<file path="config.mk">
export PLATFORM = sky130hd
export DESIGN_NAME = fdr_sqrt_cell
export DESIGN_NICKNAME = d
export VERILOG_FILES = /design/src/rtl/core/fdr_pkg.sv /design/src/rtl/core/fdr_sqrt_cell.sv
export SDC_FILE = /design/constraint.sdc
export NUM_CORES = 1
export LEC_CHECK = 0
export BUFFER_PORTS_ARGS = -buffer_cell sky130_fd_sc_hd__buf_2
export CAP_MARGIN = 10
export CORE_AREA = 5 5 164 166
export CTS_CLUSTER_DIAMETER = 120
export DETAILED_ROUTE_END_ITERATION = 12
export DIE_AREA = 0 0 169 171
export HOLD_SLACK_MARGIN = 0.12
export PLACE_DENSITY_LB_ADDON = 0.2
export SLEW_MARGIN = 20
export SYNTH_ARGS = -nofsm -noshare
export SYNTH_HDL_FRONTEND = slang
export SYNTH_SLANG_ARGS = --single-unit
</file>
<file path="constraint.sdc">
create_clock -name clock -period 3.6 [get_ports clock]
set_input_delay 0.54 -clock clock [delete_from_list [all_inputs] [get_ports clock]]
set_output_delay 0.54 -clock clock [all_outputs]
set_load 0.05 [all_outputs]
</file>
<file path="src/rtl/core/fdr_pkg.sv">
// Shared widths, register codes and cell payload types for the Fresnel
// dielectric reflectance pipeline. No dependencies.
package fdr_pkg;

   localparam int ETA_W      = 16;
   localparam int COS_W      = 16;
   localparam int REFL_W     = 16;
   localparam int CSR_IDX_W  = 8;
   localparam int CM_W       = 15;   // clamped cosine magnitude, 0..16384
   localparam int CC_W       = 29;   // cos^2 in Q28, up to 2^28
   localparam int SQR_W      = 32;   // square of a Q4.12 index
   localparam int PROD_W     = 61;   // SQR_W x CC_W product
   localparam int LHS_W      = 60;
   localparam int EEC_W      = 46;
   localparam int IC_W       = 30;
   localparam int ROOT_W     = 30;
   localparam int REM_W      = 31;
   localparam int RAD_W      = 60;
   localparam int SQRT_STEPS = 30;
   localparam int DEN_W      = 47;
   localparam int QUO_W      = 17;
   localparam int DIV_STEPS  = 17;
   localparam int DVD_W      = 64;
   localparam int SQ_W       = 34;
   localparam int SUM_W      = 35;
   localparam int SUM_SHIFT  = 18;

   localparam logic [CSR_IDX_W-1:0] CSR_ETA_INCIDENT    = 8'd0;
   localparam logic [CSR_IDX_W-1:0] CSR_ETA_TRANSMITTED = 8'd1;

   localparam logic [ETA_W-1:0]        ETA_RESET     = 16'd4096;
   localparam logic signed [COS_W-1:0] COS_ONE       = 16'sd16384;
   localparam logic signed [COS_W-1:0] COS_MINUS_ONE = -16'sd16384;
   localparam logic [CC_W-1:0]         SIN2_ONE      = 29'd268435456;
   localparam logic [REFL_W-1:0]       REFL_ONE      = 16'd32768;
   localparam logic [QUO_W-1:0]        RATIO_ONE     = 17'd65536;
   localparam logic [SUM_W-1:0]        SUM_ROUND     = 35'd131072;

   typedef struct packed {
      logic [REM_W-1:0]  rem;
      logic [ROOT_W-1:0] root;
      logic [RAD_W-1:0]  rad;
   } sqrt_lane_type;

   typedef struct packed {
      logic              tir;
      logic [EEC_W-1:0]  eec;
      logic [IC_W-1:0]   ic;
      logic [ETA_W-1:0]  ei;
   } sqrt_side_type;

   typedef struct packed {
      logic [DEN_W-1:0] p;
      logic [DEN_W-1:0] den;
      logic [QUO_W-1:0] bits;
      logic [QUO_W-1:0] quo;
   } div_lane_type;

   typedef struct packed {
      logic       tir;
      logic [1:0] zden;
   } div_side_type;

endpackage

</file>
<file path="src/rtl/core/fdr_sqrt_cell.sv">
// One step of the pipelined integer square root: settles one root bit.
// Depends on fdr_pkg.
module fdr_sqrt_cell
   import fdr_pkg::*;
(
   input  logic          clock,
   input  logic          reset,
   input  logic          en,
   input  logic          prev_valid,
   input  sqrt_lane_type prev_lane,
   input  sqrt_side_type prev_side,
   output logic          cell_valid,
   output sqrt_lane_type cell_lane,
   output sqrt_side_type cell_side
);

   logic          valid_ff;
   sqrt_lane_type lane_ff;
   sqrt_lane_type lane_in;
   sqrt_side_type side_ff;
   logic [REM_W+1:0] rem2;
   logic [REM_W+1:0] trial;

   always_comb begin
      rem2  = {prev_lane.rem, prev_lane.rad[RAD_W-1 -: 2]};
      trial = {1'b0, prev_lane.root, 2'b01};
      lane_in.rad = {prev_lane.rad[RAD_W-3:0], 2'b00};
      if (rem2 >= trial) begin
         lane_in.rem  = REM_W'(rem2 - trial);
         lane_in.root = {prev_lane.root[ROOT_W-2:0], 1'b1};
      end else begin
         lane_in.rem  = rem2[REM_W-1:0];
         lane_in.root = {prev_lane.root[ROOT_W-2:0], 1'b0};
      end
   end

   always_ff @(posedge clock) begin
      if (reset) begin
         valid_ff <= 1'b0;
      end else if (en) begin
         valid_ff <= prev_valid;
      end
   end

   always_ff @(posedge clock) begin
      if (en) begin
         lane_ff <= lane_in;
         side_ff <= prev_side;
      end
   end

   assign cell_valid = valid_ff;
   assign cell_lane  = lane_ff;
   assign cell_side  = side_ff;

endmodule

</file>
* After elaboration in Yosys (flattened, before gate mapping) *
Index checks and enable logic that the tools add are counted.

cells by class
  add/subtract/negate cells = 1
  multipliers = 0
  div/mod/pow operators = 0
  magnitude comparators = 1
  eq/ne operators = 0
  shift-type cells = 0
  muxes and demuxes = 1
  bitwise operators = 0
  reductions and logical operators = 0

operators by type and width
  kind            number
  $mux 61         1
  $ge 33x32->1    1
  $sub 31x31->31  1

storage, ports and cells
  register bits after elaboration = 213
  bits in latches = 0
  bits in writable memories = 0
  bits in read-only memories = 0
  input bits = 218
  output and inout port bits = 215
  logic and storage cells = 11
  memories = 0

* Logic depth before layout (Yosys ltp) *
  word-level depth = 2
  gate-level depth with buffers = 13
  gate-level depth less buffers = 10

* Worst setup path after synthesis *
No wires, ideal clock.

  path kind = in2reg
  start point = input port prev_lane[66] (netlist name)
  end point = register lane_ff (netlist bit cell_lane[100]), data pin
  setup time = 260 ps
  arrival time = 2,630 ps
  required time = 3,340 ps
  slack = 710 ps
  cell stages on the path = 12
  path buffers = 3
  path through = inv_1 -> ha_1 -> buf_6 -> a21o_1 -> a31o_1 -> a21oi_2 -> o211ai_2 -> a41o_1 -> o31a_1 -> buf_6 -> buf_6 -> mux2_4

RTL lines
  item                  RTL line             source
  start, declared       fdr_sqrt_cell.sv:10  input sqrt_lane_type prev_lane,
  end signal, assigned  fdr_sqrt_cell.sv:47  lane_ff <= lane_in;
  end, declared         fdr_sqrt_cell.sv:18  sqrt_lane_type lane_ff;

==> flow_summary.toml <==
[status]
result_of_the_run = "complete, no violations"

[final_layout]
ff_latch_area_mm2 = 0.006386
synthToLayoutAreaGrowth_pct = 37.65
postLayoutCoreUtil = 0.4765
final_cell_mix = "buf_2, edfxtp_1, inv_1, ha_1"
fillCellCount = 2372
fraction_of_layout_instances_using_a_drive_strength_above_1 = 0.5015
multiInputGateArea_mm2 = 0.002132
stdcell_area_mm2 = 0.01214
layout_commonest_cell = "buf_2"
finish.net_count = 1245

[sta]
transition_time_of_the_tightest_slew_check_pin_ns = 0.6383
report.final.setup_viol = 0
rsz0062_at_grt = "no"
timing.setup.tns_ns = 0
maxClockFrequency_ghz = 0.3619
finalClockSkew_ns = 0
timing.final.crit_period_ns = 2.763
final_max_slew_viol_count = 0
slew-limit-headroom = 0.5744
period_share = 0.7675
fin_ws_ns = 0.8369
finalHoldViolCount = 0

[worst_hold_path]
path_type_of_the_worst_min_delay_path = "input pin to flop"

[clocking]
cts-root-buf = "clkbuf_16"
clock_insertion_delay_worst_skew_ns = 0.49
post_cts.repair.setup_buffers = 0
cts_sinks = 213
ctsHoldBuffers = 0
cts.repair.resized = 0
cts_tree = "built"
tritoncts.num_buffers = 24
cts.clk_slew.worst_paths_ns = 0.06
htree_num_levels = 1
clk_buf_depth = 3

[detailed_routing]
dr.pass1.iters = 5
dr_total_vias = 6284
finalWirelength_um = 27850
drc_errors = 0
drtIter0Drc = 365
avgRoutedWirePerCell_um = 20.58
detail_route.vias_per_cell = 4.644
route.antenna.remaining_nets = 0

[synthesis]
yosysUniqueCellTypes = 57
synthesis.area_per_instance_um2 = 16.15
total_standard_cell_area_after_synthesis_mm2 = 0.008816
yosys_register_bits = 213
synth_enable_flop_cells = 212
yosysWarnings = 0
netlist_instances = 546
ys_dominant_reg_cell = "edfxtp_1"
synth.yosys.seq_area_share = 0.7244
synth_async_sr_flop_share = 0

[placement]
buffer_ports.inserted = 430
dp_worst_setup_slack_ns = 0.3281
hpwl_um = 22660
dpl-instance-area_mm2 = 0.01137
gp_congestion = 0.8703

[global_routing]
grt_max_degree = 79
first_global_vias = 6332
antenna_found_initial = 9
grt_pass1_wl_um = 38720
gr-usage-all-layers = 0.1769
grt_overflow = 0

[floorplanning]
start_util = 0.3462
num_io_pins = 433
die_area_mm2 = 0.02890
die_width_um = 169
dieHeight_um = 171
rows = 59
core_mm2 = 0.02547

[worst_setup_path]
startpoint_type = "input pin"
worst_ep_required_time_ns = 3.86
critical_path_peak_fanout = 5
crit_path_cells = "buf_2, inv_1, ha_1, nor3_1, a211o_1, o221ai_1, or3b_1, a21oi_2, mux2i_1, a211oi_1, mux2_4"
timing_worst_setup_path_type = "input pin to flop"
cpPeakStageDelay_ns = 0.44
crit_path_top_delay_cell = "or3b_1"
worstPathArrival_ns = 3.02
cp-end-kind = "flop"

[power_and_ir_drop]
vdd.ir_drop.worst_mv = 0.4066
total_power_uw = 7104
p_leak_uw = 0.005377
power_per_cell_area_mw_per_mm2 = 585.4

[flow_run]
max-cap-violations = 0
state kept, by name (all words and copies together) (netlist names):
register,flops
cell_valid,1
cell_side,93
cell_lane,119
where the power goes:
part | total (µW) | internal [µW] | switching [µW]
Sequential | 3050 | 3000 | 56.1
Combinational | 1740 | 488 | 1250
Clock | 2310 | 1390 | 917
final timing paths:
kind,startpoint,endpoint,slack [ns],cells after the start
worst max-delay path,prev_lane[61],cell_lane[117],0.84,11
worst min-delay path,reset,cell_valid,0.20,2
worst max register to register,cell_valid,cell_valid,3.00,2
worst min register to register,cell_valid,cell_valid,0.52,2
logic make-up (layout without fill, tap and decap cells):
| logic type | Yosys count | in the layout | share of synthesized area |
|---|---|---|---|
| buffers and inverters | 63 | 525 | 0.03434 |
| multiplexers | 29 | 29 | 0.04584 |
| other | 1 | 11 | 0.0004254 |
| XOR/XNOR | 28 | 28 | 0.02782 |
| AO/OA/AOI/OAI | 99 | 99 | 0.07806 |
| flip-flops | 213 | 213 | 0.7244 |
| adder cells (fa/ha/maj) | 32 | 32 | 0.04542 |
| AND/OR/NAND/NOR | 81 | 81 | 0.04371 |
final cells by class:
cell class / instances / share of cell area
antenna: 9 / 0.001856
clock buffer: 28 / 0.05248
clock inverter: 12 / 0.008867
inverter: 45 / 0.01392
multi-input combinational: 271 / 0.1757
sequential: 213 / 0.5262
tap: 335 / 0.03454
timing repair buffer: 440 / 0.1864
cell usage after synthesis, drive strengths merged (2+ instances only):
cell type / n / share of area
a2111o: 2 / 0.0026
a211o: 3 / 0.0030
a211oi: 4 / 0.0034
a21boi: 3 / 0.0026
a21o: 11 / 0.0094
a21oi: 28 / 0.017
a31oi: 3 / 0.0021
and2: 3 / 0.0021
buf: 14 / 0.013
clkbuf: 4 / 0.0017
edfxtp: 212 / 0.72
ha: 32 / 0.045
inv: 45 / 0.019
mux2: 25 / 0.041
mux2i: 4 / 0.0045
nand2: 24 / 0.010
nand3: 7 / 0.0040
nand4: 7 / 0.0050
nor2: 19 / 0.0081
nor2b: 3 / 0.0021
nor3: 6 / 0.0034
nor4: 4 / 0.0028
o211ai: 7 / 0.0065
o21a: 3 / 0.0026
o21ai: 14 / 0.0079
o21bai: 4 / 0.0034
o221ai: 2 / 0.0020
o22ai: 3 / 0.0021
or2: 4 / 0.0028
xnor2: 24 / 0.024
xor2: 4 / 0.0040
layer usage:
| metal | GRT usage | vias up | part of all wire |
|---|---|---|---|
| met4 | 0.05705 | 0 | 0.017 |
| met5 | 0 | - | 0 |
| met2 | 0.3195 | 239 | 0.53 |
| met1 | 0.1979 | 3034 | 0.36 |
| met3 | 0.05892 | 27 | 0.089 |
| li1 | - | 2984 | - |
worst max-delay path, delay by kind of cell:
family	cells	cell delay [ns]
adders and majority gates	1	0.36
AOI/OAI and AO/OA	4	0.84
and+or+nand+nor	2	0.65
buffers and inverters	2	0.13
muxes	2	0.50
through the flow:
step                      hold slack (ns)  std cells
after global placement             0.4805       1304
after floorplan                    0.6124        547
after global routing               0.1697       1353
after CTS                          0.1718       1344
final                              0.2010       1353
after detailed placement           0.5244       1304
No activity file was read; power rests on OpenSTA's default activity.
