==> src/rtl/core/fdr_pkg.sv <==
// Shared widths, register codes and cell payload types for the Fresnel
// dielectric reflectance pipeline. No dependencies.
package fdr_pkg;

   localparam int ETA_W      = 16;
   localparam int COS_W      = 16;
   localparam int REFL_W     = 16;
   localparam int CSR_IDX_W  = 8;
   localparam int CM_W       = 15;   // clamped cosine magnitude, 0..16384
   localparam int CC_W       = 29;   // cos^2 in Q28, up to 2^28
   localparam int SQR_W      = 32;   // square of a Q4.12 index
   localparam int PROD_W     = 61;   // SQR_W x CC_W product
   localparam int LHS_W      = 60;
   localparam int EEC_W      = 46;
   localparam int IC_W       = 30;
   localparam int ROOT_W     = 30;
   localparam int REM_W      = 31;
   localparam int RAD_W      = 60;
   localparam int SQRT_STEPS = 30;
   localparam int DEN_W      = 47;
   localparam int QUO_W      = 17;
   localparam int DIV_STEPS  = 17;
   localparam int DVD_W      = 64;
   localparam int SQ_W       = 34;
   localparam int SUM_W      = 35;
   localparam int SUM_SHIFT  = 18;

   localparam logic [CSR_IDX_W-1:0] CSR_ETA_INCIDENT    = 8'd0;
   localparam logic [CSR_IDX_W-1:0] CSR_ETA_TRANSMITTED = 8'd1;

   localparam logic [ETA_W-1:0]        ETA_RESET     = 16'd4096;
   localparam logic signed [COS_W-1:0] COS_ONE       = 16'sd16384;
   localparam logic signed [COS_W-1:0] COS_MINUS_ONE = -16'sd16384;
   localparam logic [CC_W-1:0]         SIN2_ONE      = 29'd268435456;
   localparam logic [REFL_W-1:0]       REFL_ONE      = 16'd32768;
   localparam logic [QUO_W-1:0]        RATIO_ONE     = 17'd65536;
   localparam logic [SUM_W-1:0]        SUM_ROUND     = 35'd131072;

   typedef struct packed {
      logic [REM_W-1:0]  rem;
      logic [ROOT_W-1:0] root;
      logic [RAD_W-1:0]  rad;
   } sqrt_lane_type;

   typedef struct packed {
      logic              tir;
      logic [EEC_W-1:0]  eec;
      logic [IC_W-1:0]   ic;
      logic [ETA_W-1:0]  ei;
   } sqrt_side_type;

   typedef struct packed {
      logic [DEN_W-1:0] p;
      logic [DEN_W-1:0] den;
      logic [QUO_W-1:0] bits;
      logic [QUO_W-1:0] quo;
   } div_lane_type;

   typedef struct packed {
      logic       tir;
      logic [1:0] zden;
   } div_side_type;

endpackage

==> src/rtl/core/fdr_div_cell.sv <==
// One step of the two-lane restoring divider: settles one quotient bit per lane.
// Depends on fdr_pkg.
module fdr_div_cell
   import fdr_pkg::*;
(
   input  logic         clock,
   input  logic         reset,
   input  logic         en,
   input  logic         prev_valid,
   input  div_lane_type prev_lane [2],
   input  div_side_type prev_side,
   output logic         cell_valid,
   output div_lane_type cell_lane [2],
   output div_side_type cell_side
);

   logic         valid_ff;
   div_lane_type lane_ff [2];
   div_lane_type lane_in [2];
   div_side_type side_ff;
   logic [DEN_W:0] p2  [2];
   logic [DEN_W:0] dd  [2];
   logic [1:0]     ge;

   always_comb begin
      for (int k = 0; k < 2; k++) begin
         p2[k] = {prev_lane[k].p, prev_lane[k].bits[QUO_W-1]};
         dd[k] = {1'b0, prev_lane[k].den};
         ge[k] = (p2[k] >= dd[k]);
         lane_in[k].den  = prev_lane[k].den;
         lane_in[k].bits = {prev_lane[k].bits[QUO_W-2:0], 1'b0};
         lane_in[k].quo  = {prev_lane[k].quo[QUO_W-2:0], ge[k]};
         if (ge[k]) begin
            lane_in[k].p = DEN_W'(p2[k] - dd[k]);
         end else begin
            lane_in[k].p = p2[k][DEN_W-1:0];
         end
      end
   end

   always_ff @(posedge clock) begin
      if (reset) begin
         valid_ff <= 1'b0;
      end else if (en) begin
         valid_ff <= prev_valid;
      end
   end

   always_ff @(posedge clock) begin
      if (en) begin
         lane_ff <= lane_in;
         side_ff <= prev_side;
      end
   end

   assign cell_valid = valid_ff;
   assign cell_lane  = lane_ff;
   assign cell_side  = side_ff;

endmodule

==> config.mk <==
export PLATFORM = sky130hd
export DESIGN_NAME = fdr_div_cell
export DESIGN_NICKNAME = d
export VERILOG_FILES = /design/src/rtl/core/fdr_pkg.sv /design/src/rtl/core/fdr_div_cell.sv
export SDC_FILE = /design/constraint.sdc
export NUM_CORES = 1
export LEC_CHECK = 0
export BUFFER_PORTS_ARGS = -buffer_cell sky130_fd_sc_hd__buf_2
export CAP_MARGIN = 20
export CORE_MARGIN = 8
export CORE_UTILIZATION = 35
export CTS_CLUSTER_SIZE = 25
export DETAILED_ROUTE_END_ITERATION = 10
export PLACE_DENSITY = 0.69
export SLEW_MARGIN = 20
export SYNTH_ARGS = -nofsm -noshare
export SYNTH_HDL_FRONTEND = slang
export SYNTH_SLANG_ARGS = --single-unit
==> constraint.sdc <==
create_clock -name clock -period 8.7 [get_ports clock]
set_clock_uncertainty 0.1 [all_clocks]
set_input_delay 0.435 -clock clock [delete_from_list [all_inputs] [get_ports clock]]
set_output_delay 0.435 -clock clock [all_outputs]
set_load 0.03 [all_outputs]
Word level (Yosys, flattened, before mapping)
Cells that the tools add are included.
{"block": "op_classes", "div": 0, "n_mul": 0, "shift": 0, "magnitude_cmp": 2, "n_bitwise": 0, "eq_ne": 0, "n_mux": 2, "n_addsub": 2, "n_reduce_logical": 0}
{"cell": "$ge A48 B47 Y1", "count": 2}
{"cell": "$mux W47", "count": 2}
{"cell": "$sub A47 B47 Y47", "count": 2}
{"block": "totals", "mem_bits_rw": 0, "reg_bits": 258, "latch_bits": 0, "mem_bits_ro": 0, "output_inout_bits": 260, "in_bits": 263, "n_memories": 0}

Longest topological paths before layout
Gate-level depths: netlist (run 1).
{"block": "depth", "ltp_word": 2, "ltp_mapped": 14, "ltp_nobuf": 13}

Worst setup path before layout (run 1)
Ideal clock, no wire load.
{"block": "synth_timing", "kind": "input -> register", "startpoint": "in prev_lane[37] (netlist name)", "endpoint": "reg lane_ff, in the netlist cell_lane[126], data pin", "t_required_ns": 8.333, "slack_ns": 5.646, "setup_ns": 0.267, "t_arrival_ns": 2.687, "cell_stages": 11, "cell_sequence": "inv_1 -> ha_1 -> a21o_1 -> a21oi_2 -> a21oi_1 -> o41ai_1 -> a211oi_1 -> or3_1 -> a41oi_1 -> xor2_1 -> o21ai_0"}
{"element": "from (decl)", "line_no": "fdr_div_cell.sv:10", "rtl": "input div_lane_type prev_lane [2],"}
{"element": "to (signal assigned)", "line_no": "fdr_div_cell.sv:51", "rtl": "lane_ff <= lane_in;"}
{"element": "to (decl)", "line_no": "fdr_div_cell.sv:18", "rtl": "div_lane_type lane_ff [2];"}

==> metrics.json, run 1 <==
{
  "run_status": {
    "outcome": "finished, final reports clean"
  },
  "cts": {
    "ctsLongestPathBuffers": 3,
    "cts_sinks": 258,
    "cts_inserted_buffers": 29,
    "clock_latency_ns": 0.56,
    "cts-hold-fix-buffers": 161,
    "cts-resized-gates": 0,
    "cts_root_buf": "clkbuf_16",
    "cts_tree": "yes",
    "path_clk_slew_ns": 0.06,
    "cts-htree-levels": 1,
    "cts.repair_timing.setup_buffer_count": 0
  },
  "sta": {
    "minimum_period_implied_by_the_final_worst_setup_slack_ns": 4.06,
    "achievable-frequency_ghz": 0.246,
    "final.setup.tns_ns": 0,
    "unrepaired_setup_endpoints_after_global_routing": "no",
    "max_slew.worst_pin.slew_ns": 1.08,
    "worst_slew_margin_rel": 0.282,
    "period_share": 0.467,
    "timing_hold_violations_final": 0,
    "slew_viol_final": 0,
    "setup_violations": 0
  },
  "logic_synthesis": {
    "netlist.area_leader.share": 0.532,
    "dominantRegCellSynth": "edfxtp_1",
    "arithmetic_cell_share_of_the_synthesized_area_counting_full_adders_half_adders_and_majority_gates": 0.0839,
    "synth.cell_area_um2": 14500,
    "yosys-mux-area-fraction": 0.00216,
    "yosys-top-cells-area": "edfxtp_1, ha_1, a21oi_1",
    "netlist.top_cell.by_area": "edfxtp_1",
    "synth_top_family_by_area": "compound AO/OA/AOI/OAI gates",
    "synth_cell_type_count": 67,
    "synth_compound_area_frac": 0.173,
    "yosysWarningCount": 0,
    "synth_simple_gate_area_frac": 0.114,
    "yosys_register_bits": 258,
    "syn_inst": 1360,
    "xor_and_xnor_fraction_of_the_mapped_netlist_area": 0.0477,
    "share_of_synthesized_flip_flops_with_an_asynchronous_set_or_reset": 0,
    "synth_edf_count": 257,
    "postSynthAreaPerCell_um2": 10.7,
    "seq_total_area_yosys": 0.534
  },
  "detailed_routing": {
    "drt_iter0_drc": 1062,
    "wire_per_inst_um": 19.8,
    "drc": 0,
    "vias_after_detailed_routing": 13255,
    "via_to_cell_ratio": 5.11,
    "drtAntennaViolNets": 0,
    "totalWireLength_mm": 51.2,
    "firstDrtPassIters": 7
  },
  "global_routing": {
    "globalRouteOverflowTotal": 0,
    "track_usage": 0.198,
    "number_of_global_route_vias_before_repair": 13559,
    "grt_first_pass_wirelength_mm": 76.1,
    "grt_antenna_before_repair": 10,
    "grt_max_degree": 137
  },
  "floorplan": {
    "fp.dieH_um": 220,
    "ioPinCount": 523,
    "initial_core_util": 0.355,
    "rows": 74,
    "die_w_um": 220,
    "area_of_the_die_um2": 48200,
    "core_region_area_um2": 40800
  },
  "critical_path": {
    "cpMostUsedCell": "a21oi_1",
    "worstSetupPathType": "primary input to flop",
    "path_delay_family": "buffers and inverters",
    "critical_path_buf_inv_count": 5,
    "crit_arrival_ns": 4.25,
    "data_required_time_of_the_critical_path_ns": 8.88,
    "endpoint_kind": "flop",
    "largest_fanout_on_the_critical_path": 82,
    "worstPathCellList": "dlygate4sd3_1 > buf_2 > inv_1 > ha_1 > a21oi_1 > o21ai_0 > a221oi_1 > o31ai_1 > o31a_1 > nor3_2 > buf_4 > inv_2 > nor2_1 > a21oi_1",
    "cp-start-kind": "primary input",
    "cp_slowest_stage_delay_ns": 0.65,
    "crit_slowest_cell": "buf_4"
  },
  "pwr": {
    "share_comb_of_total_power": 0.287,
    "clock_power_frac": 0.312,
    "internal-power_mw": 2.66,
    "vdd_drop_max_mv": 0.143,
    "power.leakage_nw": 9.00,
    "switching_power_total_mw": 1.30,
    "switching_share": 0.327,
    "power_frac_seq": 0.400,
    "power_density_nw_per_um2": 196
  },
  "flow_run": {
    "max_cap_viol_count": 0
  },
  "final_layout": {
    "syn2layout_area_growth_pct": 39.4,
    "number_of_fillers_in_the_final_layout": 3643,
    "ff_latch_area_um2": 7740,
    "final_net_count": 2389,
    "multi_input_area_um2": 6110,
    "fin_area_um2": 20200,
    "drive_gt1_frac": 0.283
  },
  "placed_design": {
    "routabilityCongestion": 0.892,
    "dp_hpwl_mm": 39.4,
    "portBuffers": 518,
    "placed_area_um2": 17600
  },
  "min_path": {
    "hold_path_class": "primary input to flop"
  }
}
layer usage:
metal,GRT usage,part of all wire,vias to the layer above
met5,0,0.0013,-
met4,0.0589,0.029,10
met1,0.221,0.37,6283
li1,-,-,6345
met3,0.0581,0.091,99
met2,0.360,0.51,518
synth_stat cells, types with 3 or more instances:
master / n
o21bai_1: 19
a31o_2: 3
a31oi_1: 13
clkbuf_1: 30
a221o_1: 4
nand3_1: 28
edfxtp_1: 257
nor2b_1: 10
o21a_1: 12
o21ai_0: 92
and3_1: 9
a311oi_1: 3
o31a_1: 5
a211oi_1: 10
and2_1: 9
nand2_1: 126
or3_1: 6
a21o_1: 48
nor4_1: 7
a2111oi_0: 4
or4_1: 3
buf_2: 10
nor3_1: 16
or2_2: 4
nor3b_1: 7
buf_4: 3
nand2b_1: 14
a21oi_1: 143
ha_1: 94
xor2_1: 42
nor2_1: 85
a21boi_0: 4
a41oi_1: 3
nand4_1: 22
o31ai_1: 8
inv_1: 118
xnor2_1: 37
o211ai_1: 12
flip-flops by register name (all words and copies together) (netlist names):
signal / count
cell_side: 3
cell_valid: 1
cell_lane: 254
power groups by stage:
stage / sequential [mW] / clock, mW / combinational [mW]
after CTS: 1.58 / 1.27 / 1.14
final: 1.58 / 1.24 / 1.14
after floorplan: 1.88 / 0 / 0.427
after global routing: 1.59 / 1.31 / 1.23
after detailed placement: 1.61 / 0 / 1.07
after global placement: 1.60 / 0 / 1.06
kinds of logic (layout without fill, tap and decap cells):
logic type / Yosys count / after routing
xor gates and xnor gates: 79 / 79
DFF: 258 / 258
muxes: 3 / 3
AOI/OAI and AO/OA: 405 / 405
other: 1 / 9
and+or+nand+nor: 353 / 353
adders and majority gates: 96 / 96
buffers and inverters: 165 / 857
layout make-up:
cell class,count,area share
Sequential cell,258,0.383
Multi-Input combinational cell,938,0.302
Timing Repair Buffer,683,0.211
Clock buffer,35,0.0370
Tap cell,532,0.0329
Inverter,120,0.0223
Clock inverter,19,0.0101
Antenna cell,7,0.000867
worst paths after layout:
path / startpoint / end / slack (ns) / cells after the start
max: prev_lane[49] / cell_lane[127] / 4.64 / 14
max reg2reg: cell_valid / cell_valid / 7.46 / 3
min: prev_lane[37] / cell_lane[37] / 0.03 / 1
min reg2reg: cell_valid / cell_valid / 0.95 / 3
stage by stage:
stage	cells	hold slack, ns	util	worst slack [ns]	power (mW)
after floorplan	1361	0.407	-	5.65	2.31
after global placement	2369	0.376	0.431	4.55	2.67
after detailed placement	2369	0.394	0.431	4.58	2.68
after CTS	2584	0.00382	0.494	4.65	3.99
after global routing	2587	0.0135	0.494	4.34	4.13
final	2592	0.0341	0.495	4.64	3.96
layout by cell type, fill, tap and decap left out, types with 10 or more instances in the layout:
cell type	Yosys	layout
buf_2	10	517
edfxtp_1	257	257
dlygate4sd3_1	0	161
a21oi_1	143	143
nand2_1	126	126
inv_1	118	118
ha_1	94	94
o21ai_0	92	92
nor2_1	85	85
a21o_1	48	48
xor2_1	42	42
xnor2_1	37	37
clkbuf_16	0	29
nand3_1	28	28
nand4_1	22	22
o21bai_1	19	19
nor3_1	16	15
nand2b_1	14	14
a31oi_1	13	13
o21a_1	12	12
o211ai_1	12	12
a211oi_1	10	10
nor2b_1	10	10
(Power assumes the default switching activity.)
==> inputs of run 2 (changes only) <==
--- a/config.mk
+++ b/config.mk
@@ -5,13 +5,14 @@
 export SDC_FILE = /design/constraint.sdc
 export NUM_CORES = 1
 export LEC_CHECK = 0
+export ABC_AREA = 1
 export BUFFER_PORTS_ARGS = -buffer_cell sky130_fd_sc_hd__buf_2
 export CAP_MARGIN = 20
 export CORE_MARGIN = 8
 export CORE_UTILIZATION = 35
 export CTS_CLUSTER_SIZE = 25
 export DETAILED_ROUTE_END_ITERATION = 10
-export PLACE_DENSITY = 0.69
+export PLACE_DENSITY = 0.67
 export SLEW_MARGIN = 20
 export SYNTH_ARGS = -nofsm -noshare
 export SYNTH_HDL_FRONTEND = slang
==> constraint.sdc (replaced) <==
create_clock -name clock -period 4.07 [get_ports clock]
set_clock_uncertainty 0.1 [all_clocks]
set_input_delay 0.2035 -clock clock [delete_from_list [all_inputs] [get_ports clock]]
set_output_delay 0.2035 -clock clock [all_outputs]
set_load 0.03 [all_outputs]
==> run 2 against run 1 <==
Utilization is 0.28 points lower. Clock power is 120% higher. Area after synthesis is 22% higher.
==> metrics.json, run 2 <==
{
  "sta": {
    "timing_hold_violations_final": 0,
    "worst_slack_ns": 1.03,
    "finalHoldWorstSlack_ns": 0.103,
    "final.setup.tns_ns": 0,
    "achievable-frequency_ghz": 0.329,
    "max_slew.worst_pin.slew_ns": 0.856,
    "setup_violations": 0,
    "period_share": 0.747,
    "unrepaired_setup_endpoints_after_global_routing": "no",
    "worst_slew_margin_rel": 0.429,
    "minimum_period_implied_by_the_final_worst_setup_slack_ns": 3.04,
    "slew_viol_final": 0
  },
  "critical_path": {
    "worstSetupPathType": "primary input to flop",
    "critical_path.reg2reg.startpoint": "cell_valid",
    "cpMostUsedCell": "nand2_1",
    "reg2reg_depth": 3,
    "largest_fanout_on_the_critical_path": 14,
    "crit_slowest_cell": "and2_0",
    "worstSetupPathDepth": 14,
    "data_required_time_of_the_critical_path_ns": 4.39,
    "path_delay_family": "simple AND/OR/NAND/NOR gates",
    "crit_arrival_ns": 3.36,
    "timing.critical_path.from": "prev_lane[239]",
    "worstPathCellList": "dlygate4sd3_1 > buf_2 > ha_1 > nand2_1 > inv_1 > nand2_1 > nand2_1 > a21oi_1 > nand2_1 > nand2_1 > and2_0 > buf_4 > nand4_1 > nand2_1",
    "cp_slowest_stage_delay_ns": 0.70,
    "cp-start-kind": "primary input",
    "endpoint_kind": "flop",
    "critical_path_buf_inv_count": 4
  },
  "floorplan": {
    "initial_core_util": 0.354,
    "ioPinCount": 523,
    "fp.dieH_um": 241,
    "die_w_um": 241,
    "area_of_the_die_um2": 58000,
    "core_region_area_um2": 50100,
    "rows": 82
  },
  "placed_design": {
    "dp_slack_ns": 1.01,
    "portBuffers": 518,
    "placed_area_um2": 21100,
    "dp_hpwl_mm": 52.3,
    "routabilityCongestion": 1.01
  },
  "final_layout": {
    "final_net_count": 3566,
    "syn2layout_area_growth_pct": 39.1,
    "drive_gt1_frac": 0.185,
    "number_of_fillers_in_the_final_layout": 4937,
    "mostFrequentLayoutCells": "nand2_1, inv_1, buf_2",
    "layout_commonest_cell": "nand2_1",
    "fin_area_um2": 24600,
    "largest_reg_flops": 254
  },
  "global_routing": {
    "track_usage": 0.221,
    "groute.layer.met3.usage": 0.0413,
    "number_of_global_route_vias_before_repair": 18197,
    "grt_most_used_layer": "met2",
    "grt_util_met2": 0.425,
    "globalRouteOverflowTotal": 0,
    "grt_antenna_before_repair": 1,
    "met1_usage": 0.232,
    "grt_max_degree": 94,
    "grt_first_pass_wirelength_mm": 100
  },
  "cts": {
    "cts_tree": "yes",
    "cts_sinks": 258,
    "cts_inserted_buffers": 29,
    "cts-hold-fix-buffers": 257,
    "cts-htree-levels": 1,
    "cts.repair_timing.setup_buffer_count": 0,
    "cts-resized-gates": 0,
    "clock_latency_ns": 0.56,
    "ctsLongestPathBuffers": 3,
    "cts_root_buf": "clkbuf_16",
    "path_clk_slew_ns": 0.06
  },
  "pwr": {
    "clock_power_frac": 0.308,
    "switching_power_total_mw": 3.05,
    "power_density_nw_per_um2": 359,
    "switching_share": 0.345,
    "share_comb_of_total_power": 0.315,
    "internal-power_mw": 5.80,
    "vdd_drop_max_mv": 0.350,
    "power.leakage_nw": 13.1,
    "power_frac_seq": 0.378
  },
  "flow_run": {
    "max_cap_viol_count": 0
  },
  "min_path": {
    "timing.hold.worst_path_depth": 1,
    "hold_path_class": "primary input to flop",
    "worstHoldStart": "en"
  },
  "logic_synthesis": {
    "yosys-top-cells-area": "edfxtp_1, nand2_1, inv_1",
    "netlist.top_cell.by_area": "edfxtp_1",
    "yosysMostFrequentCell": "nand2_1",
    "share_of_synthesized_flip_flops_with_an_asynchronous_set_or_reset": 0,
    "synth_edf_count": 257,
    "postSynthAreaPerCell_um2": 7.33,
    "seq_total_area_yosys": 0.437,
    "synth_cell_type_count": 37,
    "synth.cell_area_um2": 17700,
    "yosysWarningCount": 0,
    "syn_inst": 2416,
    "synth_top_cells_by_count": "nand2_1, inv_1, edfxtp_1",
    "dominantRegCellSynth": "edfxtp_1",
    "yosys_register_bits": 258,
    "netlist.area_leader.share": 0.436
  },
  "detailed_routing": {
    "vias_after_detailed_routing": 17597,
    "wire_per_inst_um": 17.1,
    "drtAntennaViolNets": 0,
    "via_to_cell_ratio": 4.51,
    "drt_iter0_drc": 985,
    "firstDrtPassIters": 5,
    "drc": 0,
    "totalWireLength_mm": 66.6
  },
  "run_status": {
    "outcome": "finished, final reports clean"
  }
}
==> run 2: cell families after synthesis <==
family / share of synthesized area
AOI/OAI and AO/OA: 0.0334
buffers and inverters: 0.136
adders and majority gates: 0.0687
muxes: 0.000565
xor gates and xnor gates: 0.0247
DFF: 0.437
other: 0.000212
and+or+nand+nor: 0.300
==> run 2: layer usage <==
layer	wire [µm]	vias to the layer above
li1	-	9071
met1	24600	7893
met2	35000	490
met3	3980	143
met4	3100	0
met5	0	-
==> run 2: worst paths after layout <==
kind | end | slack, ns
max | cell_lane[254] | 1.03
min | cell_lane[75] | 0.10
max reg2reg | cell_valid | 2.83
min reg2reg | cell_valid | 0.95
==> run 2: metrics by stage <==
stage | total power [mW] | util | cells
2_1_floorplan | 5.07 | - | 2417
3_3_place_gp | 5.95 | 0.421 | 3591
3_5_place_dp | 5.97 | 0.421 | 3591
4_1_cts | 8.92 | 0.492 | 3898
5_1_grt | 9.28 | 0.492 | 3899
6_report | 8.85 | 0.492 | 3900
==> run 2: power by group through the flow <==
stage | clock (mW) | combinational, mW | sequential [mW]
after floorplan | 0 | 1.09 | 3.98
after global placement | 0 | 2.57 | 3.38
after detailed placement | 0 | 2.57 | 3.39
after CTS | 2.80 | 2.78 | 3.34
after global routing | 2.87 | 3.04 | 3.37
final | 2.72 | 2.79 | 3.35
==> run 2: area by class of cell <==
class / count / area [µm²] / share of cell area
inverters: 582 / 2180 / 0.0887
clock buffers: 34 / 744 / 0.0302
clock inverters: 16 / 213 / 0.00863
well taps: 672 / 841 / 0.0341
repair buffers: 789 / 5340 / 0.217
diodes: 2 / 5.00 / 0.000203
flip-flops and latches: 258 / 7740 / 0.314
multi-input cells: 1547 / 7570 / 0.307
==> run 2: worst reg2reg max path: cells and delay by family, from the launching register on <==
kind          cells  cell delay, ns
buf+inv           1            0.54
flops             1            0.31
mux               1            0.12
simple gates      1            0.05
